==> src/sv/jpeg_header_validator_top_defines.svh <==
// Assertion macros shared by the JPEG header validator modules.
`ifndef JPEG_HEADER_VALIDATOR_TOP_DEFINES_SVH
`define JPEG_HEADER_VALIDATOR_TOP_DEFINES_SVH
// Assert that a property holds at every clock edge outside reset.
`define JHV_ASSERT(lbl, clk, rst_n, prop) \
  lbl: assert property (@(posedge clk) disable iff (!rst_n) (prop)) else $error("assertion failed");
// Assert an implication that must hold on the following clock edge.
`define JHV_ASSERT_NEXT(lbl, clk, rst_n, ante, cons) \
  lbl: assert property (@(posedge clk) disable iff (!rst_n) (ante) |=> (cons)) else $error("assertion failed");
`endif

==> src/sv/jhv_pkg.sv <==
// Package with shared types, codes and helpers of the JPEG header validator.
`timescale 1ns / 1ps
package jhv_pkg;

  localparam logic [1:0] StOk  = 2'd0;
  localparam logic [1:0] StBad = 2'd1;
  localparam logic [1:0] StNs  = 2'd2;

  localparam logic [7:0] MkSoi   = 8'hd8;
  localparam logic [7:0] MkEoi   = 8'hd9;
  localparam logic [7:0] MkApp14 = 8'hee;
  localparam logic [7:0] MkSof0  = 8'hc0;
  localparam logic [7:0] MkDht   = 8'hc4;
  localparam logic [7:0] MkJpg   = 8'hc8;
  localparam logic [7:0] MkDac   = 8'hcc;
  localparam logic [7:0] MkSos   = 8'hda;
  localparam logic [7:0] MkRst0  = 8'hd0;
  localparam logic [7:0] MkFill  = 8'hff;
  localparam logic [7:0] SpecEnd = 8'd63;
  localparam logic [7:0] IdR = 8'h52;
  localparam logic [7:0] IdG = 8'h47;
  localparam logic [7:0] IdB = 8'h42;

  // Command from the controller to the datapath for the current byte.
  typedef enum logic [3:0] {
    CmdNone,
    CmdStart,
    CmdMarker,
    CmdLenHi,
    CmdLenLo,
    CmdBody,
    CmdSettle
  } cmd_e;

  typedef struct packed {
    cmd_e       cmd;
    logic [1:0] status;
  } jhv_ctrl_t;

  // Status from the datapath, computed on the current byte.
  typedef struct packed {
    logic        len_short;    // fewer than two bytes left after the marker
    logic        seg_bad;      // length below 2 or past the stream end
    logic        seg_empty;    // segment has no body
    logic        last_byte;    // current byte is the stream's last
    logic        body_done;    // this body byte ends the segment
    logic        body_valid;   // body result is decided
    logic [1:0]  body_status;
    logic        frame_seen;
    logic        scan_seen;
    logic        len_tiny;     // stream length too short for any header
    logic [1:0]  eoi_status;
    logic [15:0] seg_size;
  } jhv_stat_t;

  function automatic logic [7:0] adobe_char(input logic [2:0] idx);
    logic [7:0] c;
    c = 8'h00;
    unique case (idx)
      3'd0: c = 8'h41;
      3'd1: c = 8'h64;
      3'd2: c = 8'h6f;
      3'd3: c = 8'h62;
      3'd4: c = 8'h65;
      default: c = 8'h00;
    endcase
    return c;
  endfunction

  // Ratio code of luma to chroma factors, zero when not supported.
  function automatic logic [2:0] ratio_code(input logic [2:0] yf, input logic [2:0] cf);
    logic [2:0] r;
    r = 3'd0;
    if (yf == cf) r = 3'd1;
    else if (yf == {cf[1:0], 1'b0} && cf != 3'd0) r = 3'd2;
    return r;
  endfunction

endpackage

==> src/sv/jhv_stream_if.sv <==
// Valid/ready channel interfaces of the JPEG header validator.
`timescale 1ns / 1ps
interface jhv_in_if;
  logic        valid;
  logic        ready;
  logic [7:0]  data_byte;
  logic [31:0] stream_length;
  modport source (output valid, output data_byte, output stream_length, input ready);
  modport sink (input valid, input data_byte, input stream_length, output ready);
endinterface

interface jhv_out_if;
  logic        valid;
  logic        ready;
  logic [1:0]  status;
  logic [15:0] image_width;
  logic [15:0] image_height;
  logic [1:0]  component_count;
  logic [2:0]  chroma_code;
  logic [31:0] kept_length;
  modport source (output valid, output status, output image_width, output image_height,
                  output component_count, output chroma_code, output kept_length,
                  input ready);
  modport sink (input valid, input status, input image_width, input image_height,
                input component_count, input chroma_code, input kept_length,
                output ready);
endinterface

==> src/sv/jhv_datapath.sv <==
// Datapath: byte counters, segment registers, frame and scan field checks.
`timescale 1ns / 1ps
`include "jpeg_header_validator_top_defines.svh"
module jhv_datapath (
  input  logic               clk_i,
  input  logic               rst_ni,
  input  logic               accept_i,
  input  logic [7:0]         byte_i,
  input  logic [31:0]        len_i,
  input  jhv_pkg::jhv_ctrl_t ctrl_i,
  output jhv_pkg::jhv_stat_t stat_o,
  output logic [1:0]         res_status_o,
  output logic [15:0]        res_width_o,
  output logic [15:0]        res_height_o,
  output logic [1:0]         res_comp_o,
  output logic [2:0]         res_chroma_o,
  output logic [31:0]        res_kept_o
);

  logic [31:0] pos_q, pos_d, total_q, total_d, remain_q, remain_d;
  logic [7:0]  marker_q, marker_d;
  logic [15:0] size_q, size_d, off_q, off_d;
  logic        frame_q, frame_d, scan_q, scan_d, adobe_q, adobe_d, tagok_q, tagok_d;
  logic [7:0]  adobe_val_q, adobe_val_d;
  logic [15:0] width_q, width_d, height_q, height_d;
  logic [1:0]  comps_q, comps_d;
  logic [7:0]  ids_q [3];
  logic [7:0]  samp_q [3];
  logic [2:0]  chroma_q, chroma_d;
  // Frame component index and phase within its three-byte group.
  logic [1:0]  fk_q, fk_d, fr_q, fr_d;

  logic [31:0] pos_n, remain_n;
  logic        wr_id, wr_samp;
  logic [1:0]  bstat;
  logic        bvalid, bdone;
  logic [15:0] off_n;
  logic [15:0] sos_n2;
  logic [2:0]  yh, yv, ch, cv, rh, rv;
  logic [1:0]  sos_c;
  logic [2:0]  chroma_calc;
  logic        chroma_ns;
  logic [1:0]  eoi_st;
  logic [7:0]  hi_n, lo_n;

  // Position of the current byte and bytes left after it.
  always_comb begin
    if (ctrl_i.cmd == jhv_pkg::CmdStart) begin
      pos_n    = 32'd1;
      remain_n = len_i - 32'd1;
    end else begin
      pos_n    = pos_q + 32'd1;
      remain_n = remain_q - 32'd1;
    end
  end

  // Chroma derivation from the luma and the first chroma sampling bytes.
  always_comb begin
    yh = samp_q[0][6:4]; yv = samp_q[0][2:0];
    ch = byte_i[6:4];    cv = byte_i[2:0];
    rh = jhv_pkg::ratio_code(yh, ch);
    rv = jhv_pkg::ratio_code(yv, cv);
    chroma_ns = 1'b0;
    chroma_calc = 3'd0;
    if ((ids_q[0] == jhv_pkg::IdR && ids_q[1] == jhv_pkg::IdG && ids_q[2] == jhv_pkg::IdB)
        || samp_q[1] != byte_i || rh == 3'd0 || rv == 3'd0) begin
      chroma_ns = 1'b1;
    end else begin
      unique case ({rh[1], rv[1]})
        2'b00: chroma_calc = 3'd1;
        2'b01: chroma_calc = 3'd2;
        2'b10: chroma_calc = 3'd3;
        2'b11: chroma_calc = 3'd4;
        default: chroma_calc = 3'd0;
      endcase
    end
  end

  // Body byte evaluation for the current marker.
  always_comb begin
    hi_n = byte_i >> 4;
    lo_n = byte_i & 8'h0f;
    bvalid = 1'b0; bstat = jhv_pkg::StOk;
    wr_id = 1'b0; wr_samp = 1'b0;
    sos_n2 = {13'd0, comps_q, 1'b0};
    sos_c = 2'(({8'd0, off_q} - 16'd1) >> 1);
    if (marker_q == jhv_pkg::MkSof0) begin
      if (off_q == 16'd0) begin
        if (byte_i != 8'd8) begin bvalid = 1'b1; bstat = jhv_pkg::StNs; end
      end else if (off_q == 16'd5) begin
        if (width_q == 16'd0 || height_q == 16'd0) begin
          bvalid = 1'b1; bstat = jhv_pkg::StBad;
        end else if (byte_i != 8'd1 && byte_i != 8'd3) begin
          bvalid = 1'b1; bstat = jhv_pkg::StNs;
        end else if (size_q != 16'd8 + 16'd3 * {8'd0, byte_i}) begin
          bvalid = 1'b1; bstat = jhv_pkg::StBad;
        end
      end else if (off_q > 16'd5 && {1'b0, fk_q} < {1'b0, comps_q} && fk_q != 2'd3) begin
        if (fr_q == 2'd0) wr_id = 1'b1;
        else if (fr_q == 2'd1) begin
          wr_samp = 1'b1;
          if (hi_n == 8'd0 || lo_n == 8'd0 || hi_n > 8'd4 || lo_n > 8'd4) begin
            bvalid = 1'b1; bstat = jhv_pkg::StBad;
          end else if ((fk_q >= 2'd1 && ids_q[0] == ids_q[fk_q]) ||
                       (fk_q == 2'd2 && ids_q[1] == ids_q[2])) begin
            bvalid = 1'b1; bstat = jhv_pkg::StBad;
          end else if (fk_q + 2'd1 == comps_q && comps_q == 2'd3 && chroma_ns) begin
            bvalid = 1'b1; bstat = jhv_pkg::StNs;
          end
        end
      end
    end else if (marker_q == jhv_pkg::MkSos) begin
      if (off_q == 16'd0) begin
        if (byte_i != {6'd0, comps_q}) begin bvalid = 1'b1; bstat = jhv_pkg::StNs; end
        else if (size_q != 16'd6 + sos_n2) begin bvalid = 1'b1; bstat = jhv_pkg::StBad; end
      end else if (off_q <= sos_n2) begin
        if (off_q[0] && sos_c != 2'd3 && byte_i != ids_q[sos_c]) begin
          bvalid = 1'b1; bstat = jhv_pkg::StNs;
        end
      end else if (off_q == sos_n2 + 16'd1 || off_q == sos_n2 + 16'd3) begin
        if (byte_i != 8'd0) begin bvalid = 1'b1; bstat = jhv_pkg::StNs; end
      end else if (off_q == sos_n2 + 16'd2) begin
        if (byte_i != jhv_pkg::SpecEnd) begin bvalid = 1'b1; bstat = jhv_pkg::StNs; end
      end
    end
    off_n = off_q + 16'd1;
    bdone = ({1'b0, off_n} + 17'd2) >= {1'b0, size_q};
  end

  // Outcome at EOI.
  always_comb begin
    if (!frame_q || !scan_q) eoi_st = jhv_pkg::StBad;
    else if (comps_q == 2'd3 && adobe_q && adobe_val_q != 8'd1) eoi_st = jhv_pkg::StNs;
    else eoi_st = jhv_pkg::StOk;
  end

  // Status toward the controller.
  always_comb begin
    stat_o.len_short   = remain_n < 32'd2;
    stat_o.seg_bad     = ({size_q[15:8], byte_i} < 16'd2) ||
                         ({17'd0, size_q[15:8], byte_i} > {1'b0, remain_n} + 33'd2);
    stat_o.seg_empty   = {size_q[15:8], byte_i} == 16'd2;
    stat_o.last_byte   = ctrl_i.cmd == jhv_pkg::CmdStart ? len_i <= 32'd1
                                                          : remain_q <= 32'd1;
    stat_o.body_done   = bdone;
    stat_o.body_valid  = bvalid;
    stat_o.body_status = bstat;
    stat_o.frame_seen  = frame_q;
    stat_o.scan_seen   = scan_q;
    stat_o.len_tiny    = len_i < 32'd4;
    stat_o.eoi_status  = eoi_st;
    stat_o.seg_size    = {size_q[15:8], byte_i};
  end

  // Next register values.
  always_comb begin
    pos_d = pos_q; total_d = total_q; remain_d = remain_q;
    marker_d = marker_q; size_d = size_q; off_d = off_q;
    frame_d = frame_q; scan_d = scan_q; adobe_d = adobe_q; tagok_d = tagok_q;
    adobe_val_d = adobe_val_q; width_d = width_q; height_d = height_q;
    comps_d = comps_q; chroma_d = chroma_q; fk_d = fk_q; fr_d = fr_q;
    if (accept_i) begin
      pos_d = pos_n; remain_d = remain_n;
      unique case (ctrl_i.cmd)
        jhv_pkg::CmdStart: begin
          total_d = len_i; marker_d = 8'd0; size_d = 16'd0; off_d = 16'd0;
          frame_d = 1'b0; scan_d = 1'b0; adobe_d = 1'b0; tagok_d = 1'b0;
          adobe_val_d = 8'd0; width_d = 16'd0; height_d = 16'd0;
          comps_d = 2'd0; chroma_d = 3'd0;
        end
        jhv_pkg::CmdMarker: marker_d = byte_i;
        jhv_pkg::CmdLenHi:  size_d = {byte_i, 8'd0};
        jhv_pkg::CmdLenLo: begin
          size_d = {size_q[15:8], byte_i};
          off_d = 16'd0; fk_d = 2'd0; fr_d = 2'd0;
          if (marker_q == jhv_pkg::MkApp14) tagok_d = 1'b1;
        end
        jhv_pkg::CmdBody: begin
          if (marker_q == jhv_pkg::MkApp14) begin
            if (off_q < 16'd5 && byte_i != jhv_pkg::adobe_char(off_q[2:0])) tagok_d = 1'b0;
            if (off_q == 16'd11 && size_q >= 16'd14 && tagok_q) begin
              adobe_d = 1'b1; adobe_val_d = byte_i;
            end
          end else if (marker_q == jhv_pkg::MkSof0) begin
            if (off_q == 16'd1) height_d = {byte_i, height_q[7:0]};
            if (off_q == 16'd2) height_d = {height_q[15:8], byte_i};
            if (off_q == 16'd3) width_d = {byte_i, width_q[7:0]};
            if (off_q == 16'd4) width_d = {width_q[15:8], byte_i};
            if (off_q == 16'd5) comps_d = byte_i[1:0];
            if (off_q >= 16'd6) begin
              if (fr_q == 2'd2) begin
                fr_d = 2'd0;
                if (fk_q != 2'd3) fk_d = fk_q + 2'd1;
              end else fr_d = fr_q + 2'd1;
            end
            if (wr_samp && !bvalid && fk_q + 2'd1 == comps_q) begin
              chroma_d = comps_q == 2'd1 ? 3'd5 : chroma_calc;
              frame_d = 1'b1;
            end
          end
          if (!bvalid) begin
            off_d = off_n;
            if (bdone && marker_q == jhv_pkg::MkSos) scan_d = 1'b1;
          end
        end
        default: ;
      endcase
    end
  end

  // Control registers.
  always_ff @(posedge clk_i or negedge rst_ni) begin
    if (!rst_ni) begin
      pos_q <= 32'd0; total_q <= 32'd0; remain_q <= 32'd0;
      marker_q <= 8'd0; size_q <= 16'd0; off_q <= 16'd0;
      frame_q <= 1'b0; scan_q <= 1'b0; adobe_q <= 1'b0; tagok_q <= 1'b0;
      adobe_val_q <= 8'd0; width_q <= 16'd0; height_q <= 16'd0;
      comps_q <= 2'd0; chroma_q <= 3'd0; fk_q <= 2'd0; fr_q <= 2'd0;
    end else begin
      pos_q <= pos_d; total_q <= total_d; remain_q <= remain_d;
      marker_q <= marker_d; size_q <= size_d; off_q <= off_d;
      frame_q <= frame_d; scan_q <= scan_d; adobe_q <= adobe_d; tagok_q <= tagok_d;
      adobe_val_q <= adobe_val_d; width_q <= width_d; height_q <= height_d;
      comps_q <= comps_d; chroma_q <= chroma_d; fk_q <= fk_d; fr_q <= fr_d;
    end
  end

  // Component identifiers and sampling bytes, written by the frame header.
  always_ff @(posedge clk_i) begin
    if (accept_i && ctrl_i.cmd == jhv_pkg::CmdBody && wr_id) ids_q[fk_q] <= byte_i;
    if (accept_i && ctrl_i.cmd == jhv_pkg::CmdBody && wr_samp) samp_q[fk_q] <= byte_i;
  end

  // Result fields; the geometry is zero unless the stream succeeded.
  always_comb begin
    res_status_o = ctrl_i.status;
    if (ctrl_i.status == jhv_pkg::StOk) begin
      res_width_o  = width_q;
      res_height_o = height_q;
      res_comp_o   = comps_q;
      res_chroma_o = chroma_q;
      res_kept_o   = pos_n;
    end else begin
      res_width_o = 16'd0; res_height_o = 16'd0; res_comp_o = 2'd0;
      res_chroma_o = 3'd0; res_kept_o = 32'd0;
    end
  end

  `JHV_ASSERT(a_pos_total, clk_i, rst_ni, pos_q + remain_q == total_q || pos_q == 32'd0)
  `JHV_ASSERT(a_scan_frame, clk_i, rst_ni, !scan_q || frame_q)
  `JHV_ASSERT_NEXT(a_start_pos, clk_i, rst_ni, accept_i && ctrl_i.cmd == jhv_pkg::CmdStart,
                   pos_q == 32'd1)

endmodule

==> src/sv/jhv_controller.sv <==
// Controller: parse phase state machine and result output register.
`timescale 1ns / 1ps
`include "jpeg_header_validator_top_defines.svh"
module jhv_controller (
  input  logic               clk_i,
  input  logic               rst_ni,
  input  logic               in_valid_i,
  output logic               in_ready_o,
  input  logic [7:0]         byte_i,
  input  jhv_pkg::jhv_stat_t stat_i,
  output jhv_pkg::jhv_ctrl_t ctrl_o,
  output logic               accept_o,
  output logic               res_load_o,
  output logic               out_valid_o,
  input  logic               out_ready_i
);

  typedef enum logic [3:0] {
    PhIdle, PhSoi2, PhMark, PhFill, PhLenHi, PhLenLo, PhBody, PhEnt, PhEntFill, PhDiscard
  } phase_e;

  phase_e     phase_q, phase_d;
  logic       ovalid_q, ovalid_d;
  logic       res;
  logic [1:0] rst_code;
  // Marker byte tracked here to decide segment-level checks.
  logic [7:0] cur_marker_q;

  function automatic logic marker_is_sof(input logic [7:0] m);
    return m >= 8'hc0 && m <= 8'hcf && m != jhv_pkg::MkDht &&
           m != jhv_pkg::MkJpg && m != jhv_pkg::MkDac;
  endfunction

  // Input is taken whenever the result register is free to take a result.
  assign in_ready_o = !ovalid_q || out_ready_i;
  assign accept_o   = in_valid_i && in_ready_o;

  // Phase decode of the current byte.
  always_comb begin
    phase_d = phase_q;
    res = 1'b0;
    rst_code = jhv_pkg::StBad;
    ctrl_o.cmd = jhv_pkg::CmdNone;
    unique case (phase_q)
      PhIdle: begin
        ctrl_o.cmd = jhv_pkg::CmdStart;
        if (stat_i.last_byte || stat_i.len_tiny || byte_i != jhv_pkg::MkFill) res = 1'b1;
        else phase_d = PhSoi2;
      end
      PhSoi2: if (byte_i != jhv_pkg::MkSoi) res = 1'b1; else phase_d = PhMark;
      PhMark: if (byte_i != jhv_pkg::MkFill) res = 1'b1; else phase_d = PhFill;
      PhFill: begin
        if (byte_i != jhv_pkg::MkFill) begin
          ctrl_o.cmd = jhv_pkg::CmdMarker;
          if (byte_i == jhv_pkg::MkEoi) begin
            res = 1'b1; rst_code = stat_i.eoi_status;
          end else if (byte_i == 8'd0 || byte_i == jhv_pkg::MkSoi ||
                       (byte_i >= jhv_pkg::MkRst0 && byte_i <= 8'hd7)) begin
            res = 1'b1;
          end else if (stat_i.len_short) res = 1'b1;
          else phase_d = PhLenHi;
        end
      end
      PhLenHi: begin ctrl_o.cmd = jhv_pkg::CmdLenHi; phase_d = PhLenLo; end
      PhLenLo: begin
        ctrl_o.cmd = jhv_pkg::CmdLenLo;
        phase_d = stat_i.seg_empty ? PhMark : PhBody;
        if (stat_i.seg_bad) res = 1'b1;
        else if (marker_is_sof(cur_marker_q)) begin
          if (cur_marker_q != jhv_pkg::MkSof0) begin res = 1'b1; rst_code = jhv_pkg::StNs; end
          else if (stat_i.frame_seen || stat_i.seg_size < 16'd8) res = 1'b1;
        end else if (cur_marker_q == jhv_pkg::MkSos) begin
          if (!stat_i.frame_seen || stat_i.scan_seen || stat_i.seg_size < 16'd6) res = 1'b1;
        end
      end
      PhBody: begin
        ctrl_o.cmd = jhv_pkg::CmdBody;
        if (stat_i.body_valid) begin res = 1'b1; rst_code = stat_i.body_status; end
        else if (stat_i.body_done)
          phase_d = cur_marker_q == jhv_pkg::MkSos ? PhEnt : PhMark;
      end
      PhEnt: if (byte_i == jhv_pkg::MkFill) phase_d = PhEntFill;
      PhEntFill: begin
        if (byte_i != jhv_pkg::MkFill) begin
          if (byte_i == 8'd0 || (byte_i >= jhv_pkg::MkRst0 && byte_i <= 8'hd7)) phase_d = PhEnt;
          else if (byte_i == jhv_pkg::MkEoi) begin
            res = 1'b1; rst_code = stat_i.eoi_status;
          end else begin res = 1'b1; rst_code = jhv_pkg::StNs; end
        end
      end
      PhDiscard: ;
      default: ;
    endcase
    // Stream exhausted without a decision.
    if (!res && phase_q != PhDiscard && stat_i.last_byte) begin
      res = 1'b1; rst_code = jhv_pkg::StBad;
    end
    if (res) phase_d = PhDiscard;
    if (stat_i.last_byte) phase_d = PhIdle;
    ctrl_o.status = rst_code;
  end

  assign res_load_o = accept_o && res;

  always_comb begin
    ovalid_d = ovalid_q;
    if (out_ready_i) ovalid_d = 1'b0;
    if (res_load_o) ovalid_d = 1'b1;
  end
  assign out_valid_o = ovalid_q;

  // State and registered outputs.
  always_ff @(posedge clk_i or negedge rst_ni) begin
    if (!rst_ni) begin
      phase_q <= PhIdle;
      ovalid_q <= 1'b0;
      cur_marker_q <= 8'd0;
    end else begin
      ovalid_q <= ovalid_d;
      if (accept_o) begin
        phase_q <= phase_d;
        if (ctrl_o.cmd == jhv_pkg::CmdMarker) cur_marker_q <= byte_i;
        if (ctrl_o.cmd == jhv_pkg::CmdStart) cur_marker_q <= 8'd0;
      end
    end
  end

  `JHV_ASSERT_NEXT(a_res_valid, clk_i, rst_ni, res_load_o, out_valid_o)
  `JHV_ASSERT(a_stall_no_take, clk_i, rst_ni, !(out_valid_o && !out_ready_i) || !in_ready_o)
  `JHV_ASSERT_NEXT(a_res_discard, clk_i, rst_ni, res_load_o && !stat_i.last_byte,
                   phase_q == PhDiscard)

endmodule

==> src/sv/jpeg_header_validator_top.sv <==
// Top level of the byte-serial JPEG baseline header validator.
// Usage: feed a JPEG stream on in_ch one byte per transaction; each byte
// carries the stream's total length, which is sampled on the first byte.
// One result per stream appears on out_ch: status, geometry and the count
// of bytes kept through EOI (geometry and count are zero unless status is
// success). Bytes that follow the deciding byte are consumed and dropped
// until the stream length is used up; the next byte starts a new stream.
// Throughput: one byte per cycle unless a held result stalls in_ch; every
// byte is checked in the cycle it is accepted by the phase state machine
// and the segment datapath. The result is registered and shows on out_ch
// in the cycle after the deciding byte is accepted.
// The result register holds one transaction; while it waits and the sink
// stalls, in_ch ready is low, and it rises again in the cycle the result
// is taken.
// Reset: asynchronous, active low; it returns the parser to waiting for the
// first byte of a stream and drops any pending result.
`timescale 1ns / 1ps
module jpeg_header_validator_top (
  input  logic      clk_i,
  input  logic      rst_ni,
  jhv_in_if.sink    in_ch,
  jhv_out_if.source out_ch
);

  jhv_pkg::jhv_ctrl_t ctrl;
  jhv_pkg::jhv_stat_t stat;
  logic        accept, res_load;
  logic [1:0]  r_status, r_comp;
  logic [15:0] r_width, r_height;
  logic [2:0]  r_chroma;
  logic [31:0] r_kept;
  logic [1:0]  status_q, comp_q;
  logic [15:0] width_q, height_q;
  logic [2:0]  chroma_q;
  logic [31:0] kept_q;

  jhv_controller u_ctrl (
    .clk_i, .rst_ni,
    .in_valid_i(in_ch.valid), .in_ready_o(in_ch.ready), .byte_i(in_ch.data_byte),
    .stat_i(stat), .ctrl_o(ctrl), .accept_o(accept), .res_load_o(res_load),
    .out_valid_o(out_ch.valid), .out_ready_i(out_ch.ready)
  );

  jhv_datapath u_dp (
    .clk_i, .rst_ni, .accept_i(accept), .byte_i(in_ch.data_byte),
    .len_i(in_ch.stream_length), .ctrl_i(ctrl), .stat_o(stat),
    .res_status_o(r_status), .res_width_o(r_width), .res_height_o(r_height),
    .res_comp_o(r_comp), .res_chroma_o(r_chroma), .res_kept_o(r_kept)
  );

  // Result register.
  always_ff @(posedge clk_i) begin
    if (res_load) begin
      status_q <= r_status; width_q <= r_width; height_q <= r_height;
      comp_q <= r_comp; chroma_q <= r_chroma; kept_q <= r_kept;
    end
  end

  assign out_ch.status          = status_q;
  assign out_ch.image_width     = width_q;
  assign out_ch.image_height    = height_q;
  assign out_ch.component_count = comp_q;
  assign out_ch.chroma_code     = chroma_q;
  assign out_ch.kept_length     = kept_q;

endmodule
==> src/flat_wrapper.sv <==
// flat-port wrapper written by rule: the top's interface ports become plain ports
module jpeg_header_validator_top_flat 
  (clk_i, rst_ni, in_ch_valid, in_ch_data_byte, in_ch_stream_length, in_ch_ready, out_ch_valid, out_ch_status, out_ch_image_width, out_ch_image_height, out_ch_component_count, out_ch_chroma_code, out_ch_kept_length, out_ch_ready);
  jhv_in_if in_ch_i ();
  jhv_out_if out_ch_i ();
  input  logic clk_i;
  input  logic rst_ni;
  input wire logic [$bits(in_ch_i.valid)-1:0] in_ch_valid;
  input wire logic [$bits(in_ch_i.data_byte)-1:0] in_ch_data_byte;
  input wire logic [$bits(in_ch_i.stream_length)-1:0] in_ch_stream_length;
  output wire logic [$bits(in_ch_i.ready)-1:0] in_ch_ready;
  output wire logic [$bits(out_ch_i.valid)-1:0] out_ch_valid;
  output wire logic [$bits(out_ch_i.status)-1:0] out_ch_status;
  output wire logic [$bits(out_ch_i.image_width)-1:0] out_ch_image_width;
  output wire logic [$bits(out_ch_i.image_height)-1:0] out_ch_image_height;
  output wire logic [$bits(out_ch_i.component_count)-1:0] out_ch_component_count;
  output wire logic [$bits(out_ch_i.chroma_code)-1:0] out_ch_chroma_code;
  output wire logic [$bits(out_ch_i.kept_length)-1:0] out_ch_kept_length;
  input wire logic [$bits(out_ch_i.ready)-1:0] out_ch_ready;
  assign in_ch_i.valid = in_ch_valid;
  assign in_ch_i.data_byte = in_ch_data_byte;
  assign in_ch_i.stream_length = in_ch_stream_length;
  assign in_ch_ready = in_ch_i.ready;
  assign out_ch_valid = out_ch_i.valid;
  assign out_ch_status = out_ch_i.status;
  assign out_ch_image_width = out_ch_i.image_width;
  assign out_ch_image_height = out_ch_i.image_height;
  assign out_ch_component_count = out_ch_i.component_count;
  assign out_ch_chroma_code = out_ch_i.chroma_code;
  assign out_ch_kept_length = out_ch_i.kept_length;
  assign out_ch_i.ready = out_ch_ready;
  jpeg_header_validator_top u_core (.clk_i(clk_i), .rst_ni(rst_ni), .in_ch(in_ch_i), .out_ch(out_ch_i));
endmodule
==> config.mk <==
export PLATFORM = sky130hd
export DESIGN_NAME = jpeg_header_validator_top_flat
export DESIGN_NICKNAME = d
export VERILOG_FILES = /design/src/sv/jhv_pkg.sv /design/src/sv/jhv_stream_if.sv /design/src/sv/jhv_datapath.sv /design/src/sv/jhv_controller.sv /design/src/sv/jpeg_header_validator_top.sv /design/src/flat_wrapper.sv
export VERILOG_INCLUDE_DIRS = /design/src /design/src/sv
export SDC_FILE = /design/constraint.sdc
export NUM_CORES = 1
export LEC_CHECK = 0
export BUFFER_PORTS_ARGS = -buffer_cell sky130_fd_sc_hd__buf_2
export CORE_MARGIN = 5
export CORE_UTILIZATION = 30
export DETAILED_ROUTE_END_ITERATION = 10
export SLEW_MARGIN = 20
export SYNTH_ARGS = -nofsm -noshare
export SYNTH_HDL_FRONTEND = slang
export SYNTH_SLANG_ARGS = --single-unit
==> constraint.sdc <==
create_clock -name clk_i -period 10.8 [get_ports clk_i]
set_input_delay 2.16 -clock clk_i [delete_from_list [all_inputs] [get_ports clk_i]]
set_output_delay 2.16 -clock clk_i [all_outputs]
set_load 0.02 [all_outputs]
==> reports/qor.yml <==
timing:
  drv_slew: 0
  skew_ns: 0.0205
  setup_violations: 0
  finalCritPeriodShare: 0.780
  maxSlewHeadroom: 0.288
  finalSetupTns_ns: 0
  hold_violations: 0
  min_period_ns: 8.42
  worst_pin_slew_ns: 1.06
  rsz0062_at_grt: "false"
  fmax_mhz: 119
yosys:
  yosysUniqueCellTypes: 96
  synth_seq_cells: 287
  synth_common_cells: "nand2_1, o21ai_0, dfrtp_1"
  netlist_area_um2: 19500
  synth_edf_count: 117
  yosysMostFrequentCell: "nand2_1"
  ys_warn_count: 0
  yosysTopAreaCellShare: 0.218
  synth-async-reset-ratio: 0.592
  synth_top_area_cell: "dfrtp_1"
  syn_avg_cell_area_um2: 9.12
  seq_area_frac_synth: 0.398
  ys.flop_type: "dfrtp_1"
  synth.area.top_cells: "dfrtp_1, edfxtp_1, ha_1, xnor2_1, nand2_1"
  synthCells: 2140
global_routing:
  antenna_found_initial: 0
  grt.total_usage: 0.162
  overflow: 0
  grt_pass1_wl_mm: 93.2
  grt_max_degree: 60
  grt_pass1_vias: 16600
floorplanning:
  initial_core_util: 0.303
  dieArea_um2: 70300
  io_pins: 117
  die_h_um: 265
  die_w_um: 265
  coreArea_um2: 64500
  rows: 93
clocking:
  clk_latency_ns: 0.54
  cts_buffer_depth: 3
  cts.sinks: 287
  clock-root-buffer: "clkbuf_16"
  h-tree-depth: 2
  cts_tree: "built"
  ctsHoldBuffers: 0
  post_cts_buffers: 0
  cts_buffers: 37
  cts_resized: 0
  clk_pin_slew_worst_paths_ns: 0.05
layout:
  drive_gt1_frac: 0.121
  layout.nets: 2341
  final_area_um2: 22100
  syn2layout_area_growth_pct: 13.2
  antenna-diode-count: 0
job:
  cap_viol_max_count: 0
worst_setup_path:
  worstRegToRegCells: 21
  arrival_ns: 8.58
  crit_type: "in2reg"
  worstPathRequired_ns: 10.97
  start_kind: "primary input"
  crit_fanout: 43
  worst_setup_path_end_kind: "flip-flop"
power:
  leakage_nw: 8.33
  peakVddDrop_mv: 0.100
  power_density_nw_per_um2: 219
worst_hold_path:
  min_delay_path_depth: 2
  min_path_type: "reg2reg"
routing:
  dr.pass1.iters: 5
  antenna_left: 0
  wl_mm: 59.2
  viasPerCell: 5.48
  drtIter0Drc: 1446
  wire_per_inst_um: 19.2
  num_vias: 16900
  drc_errors: 0
place:
  place_hpwl_mm: 42.4
  io_buffer_count: 116
  gp_congestion: 0.916
  place_area_um2: 20900
status:
  status: "complete, no violations"
==> worst paths after layout <==
path | startpoint | slack (ns) | to
worst max-delay path | in_ch_stream_length[0] | 2.38 | u_core.out_ch.image_height[0]
worst min-delay path | u_core.u_dp.adobe_val_q[4] | 0.48 | u_core.u_dp.adobe_val_q[4]
worst max register to register | u_core.u_ctrl.phase_q[2] | 2.76 | u_core.out_ch.image_height[0]
worst min register to register | u_core.u_dp.adobe_val_q[4] | 0.48 | u_core.u_dp.adobe_val_q[4]
max in group asynchronous | rst_ni | 7.28 | u_core.u_dp.pos_q[31]
min in group asynchronous | rst_ni | 1.57 | u_core.u_dp.marker_q[7]
==> metrics by stage <==
stage | cells | util | power [mW] | hold WS [ns] | setup slack, ns
floorplan | 2147 | - | 3.03 | 0.442 | 0.522
global route | 3087 | 0.343 | 5.16 | 0.503 | 1.98
CTS | 3087 | 0.343 | 4.86 | 0.483 | 2.43
global placement | 3021 | 0.324 | 3.58 | 0.459 | 2.03
detailed placement | 3021 | 0.324 | 3.63 | 0.467 | 1.86
finish | 3087 | 0.343 | 4.84 | 0.478 | 2.38
==> critical path: stages <==
cell	delay (ns)
buf_2	0.12
inv_1	0.08
ha_1	0.41
nor4b_2	0.73
a21oi_1	0.16
a211o_1	0.29
o32ai_1	0.34
or2b_1	0.27
xor2_1	0.17
ha_1	0.31
nor2b_1	0.14
a2111oi_0	0.10
a21oi_1	0.18
a21oi_1	0.08
or3b_2	0.46
a211o_1	0.30
or4b_4	0.50
o21ai_4	0.22
nor2_1	0.12
a21oi_4	0.80
buf_4	0.58
==> state kept, by name (all words and copies together), names as in the netlist, 8 cells and up <==
| signal | count |
|---|---|
| u_core.u_dp.pos_q | 32 |
| u_core.out_ch.image_width | 16 |
| u_core.u_ctrl.cur_marker_q | 8 |
| u_core.out_ch.image_height | 16 |
| u_core.u_dp.adobe_val_q | 8 |
| u_core.u_dp.samp_q | 14 |
| u_core.u_dp.off_q | 16 |
| u_core.u_dp.size_q | 16 |
| u_core.u_dp.height_q | 16 |
| u_core.u_dp.ids_q | 32 |
| u_core.u_dp.width_q | 16 |
| u_core.u_dp.marker_q | 8 |
| u_core.u_dp.remain_q | 32 |
| u_core.out_ch.kept_length | 32 |
==> area by class of cell <==
class | count | area (µm²)
Clock inverter | 23 | 210
Timing Repair Buffer | 139 | 759
Multi-Input combinational cell | 1664 | 11000
Sequential cell | 287 | 7770
Inverter | 76 | 285
Clock buffer | 43 | 968
Fill cell | 6633 | 42400
Tap cell | 855 | 1070
==> kinds of logic after synthesis <==
logic type	Yosys count	share of synthesized area
compound gates	491	0.165
xor+xnor	182	0.0816
fa+ha+maj	92	0.0593
buf+inv	196	0.0400
flops	287	0.398
mux	32	0.0221
other cells	1	0.000192
simple gates	859	0.234
==> power by group <==
| part | internal (mW) | switching (mW) |
|---|---|---|
| combinational | 0.749 | 1.25 |
| clock | 0.717 | 0.484 |
| sequential | 1.36 | 0.277 |
==> cells in the final DEF (no fill, tap or decap), drive strengths merged, types with 56 or more instances in the layout <==
cell    Yosys  routed
a21oi      63      63
xor2       56      56
nor4       62      62
dfrtp     170     170
inv        76      78
o21ai     194     194
nand3      61      61
nor2      147     147
nor3       57      57
ha         91      91
edfxtp    117     117
nand2     257     257
xnor2     126     126
buf        29     139
==> per-layer routing <==
metal,part of all wire,global-route usage,up-vias
met4,0.023,0.0459,0
met3,0.059,0.0256,95
met1,0.45,0.222,8311
li1,-,-,7970
met2,0.47,0.267,547
met5,0,0,-
Note: power is estimated with default switching activity, not from simulation.
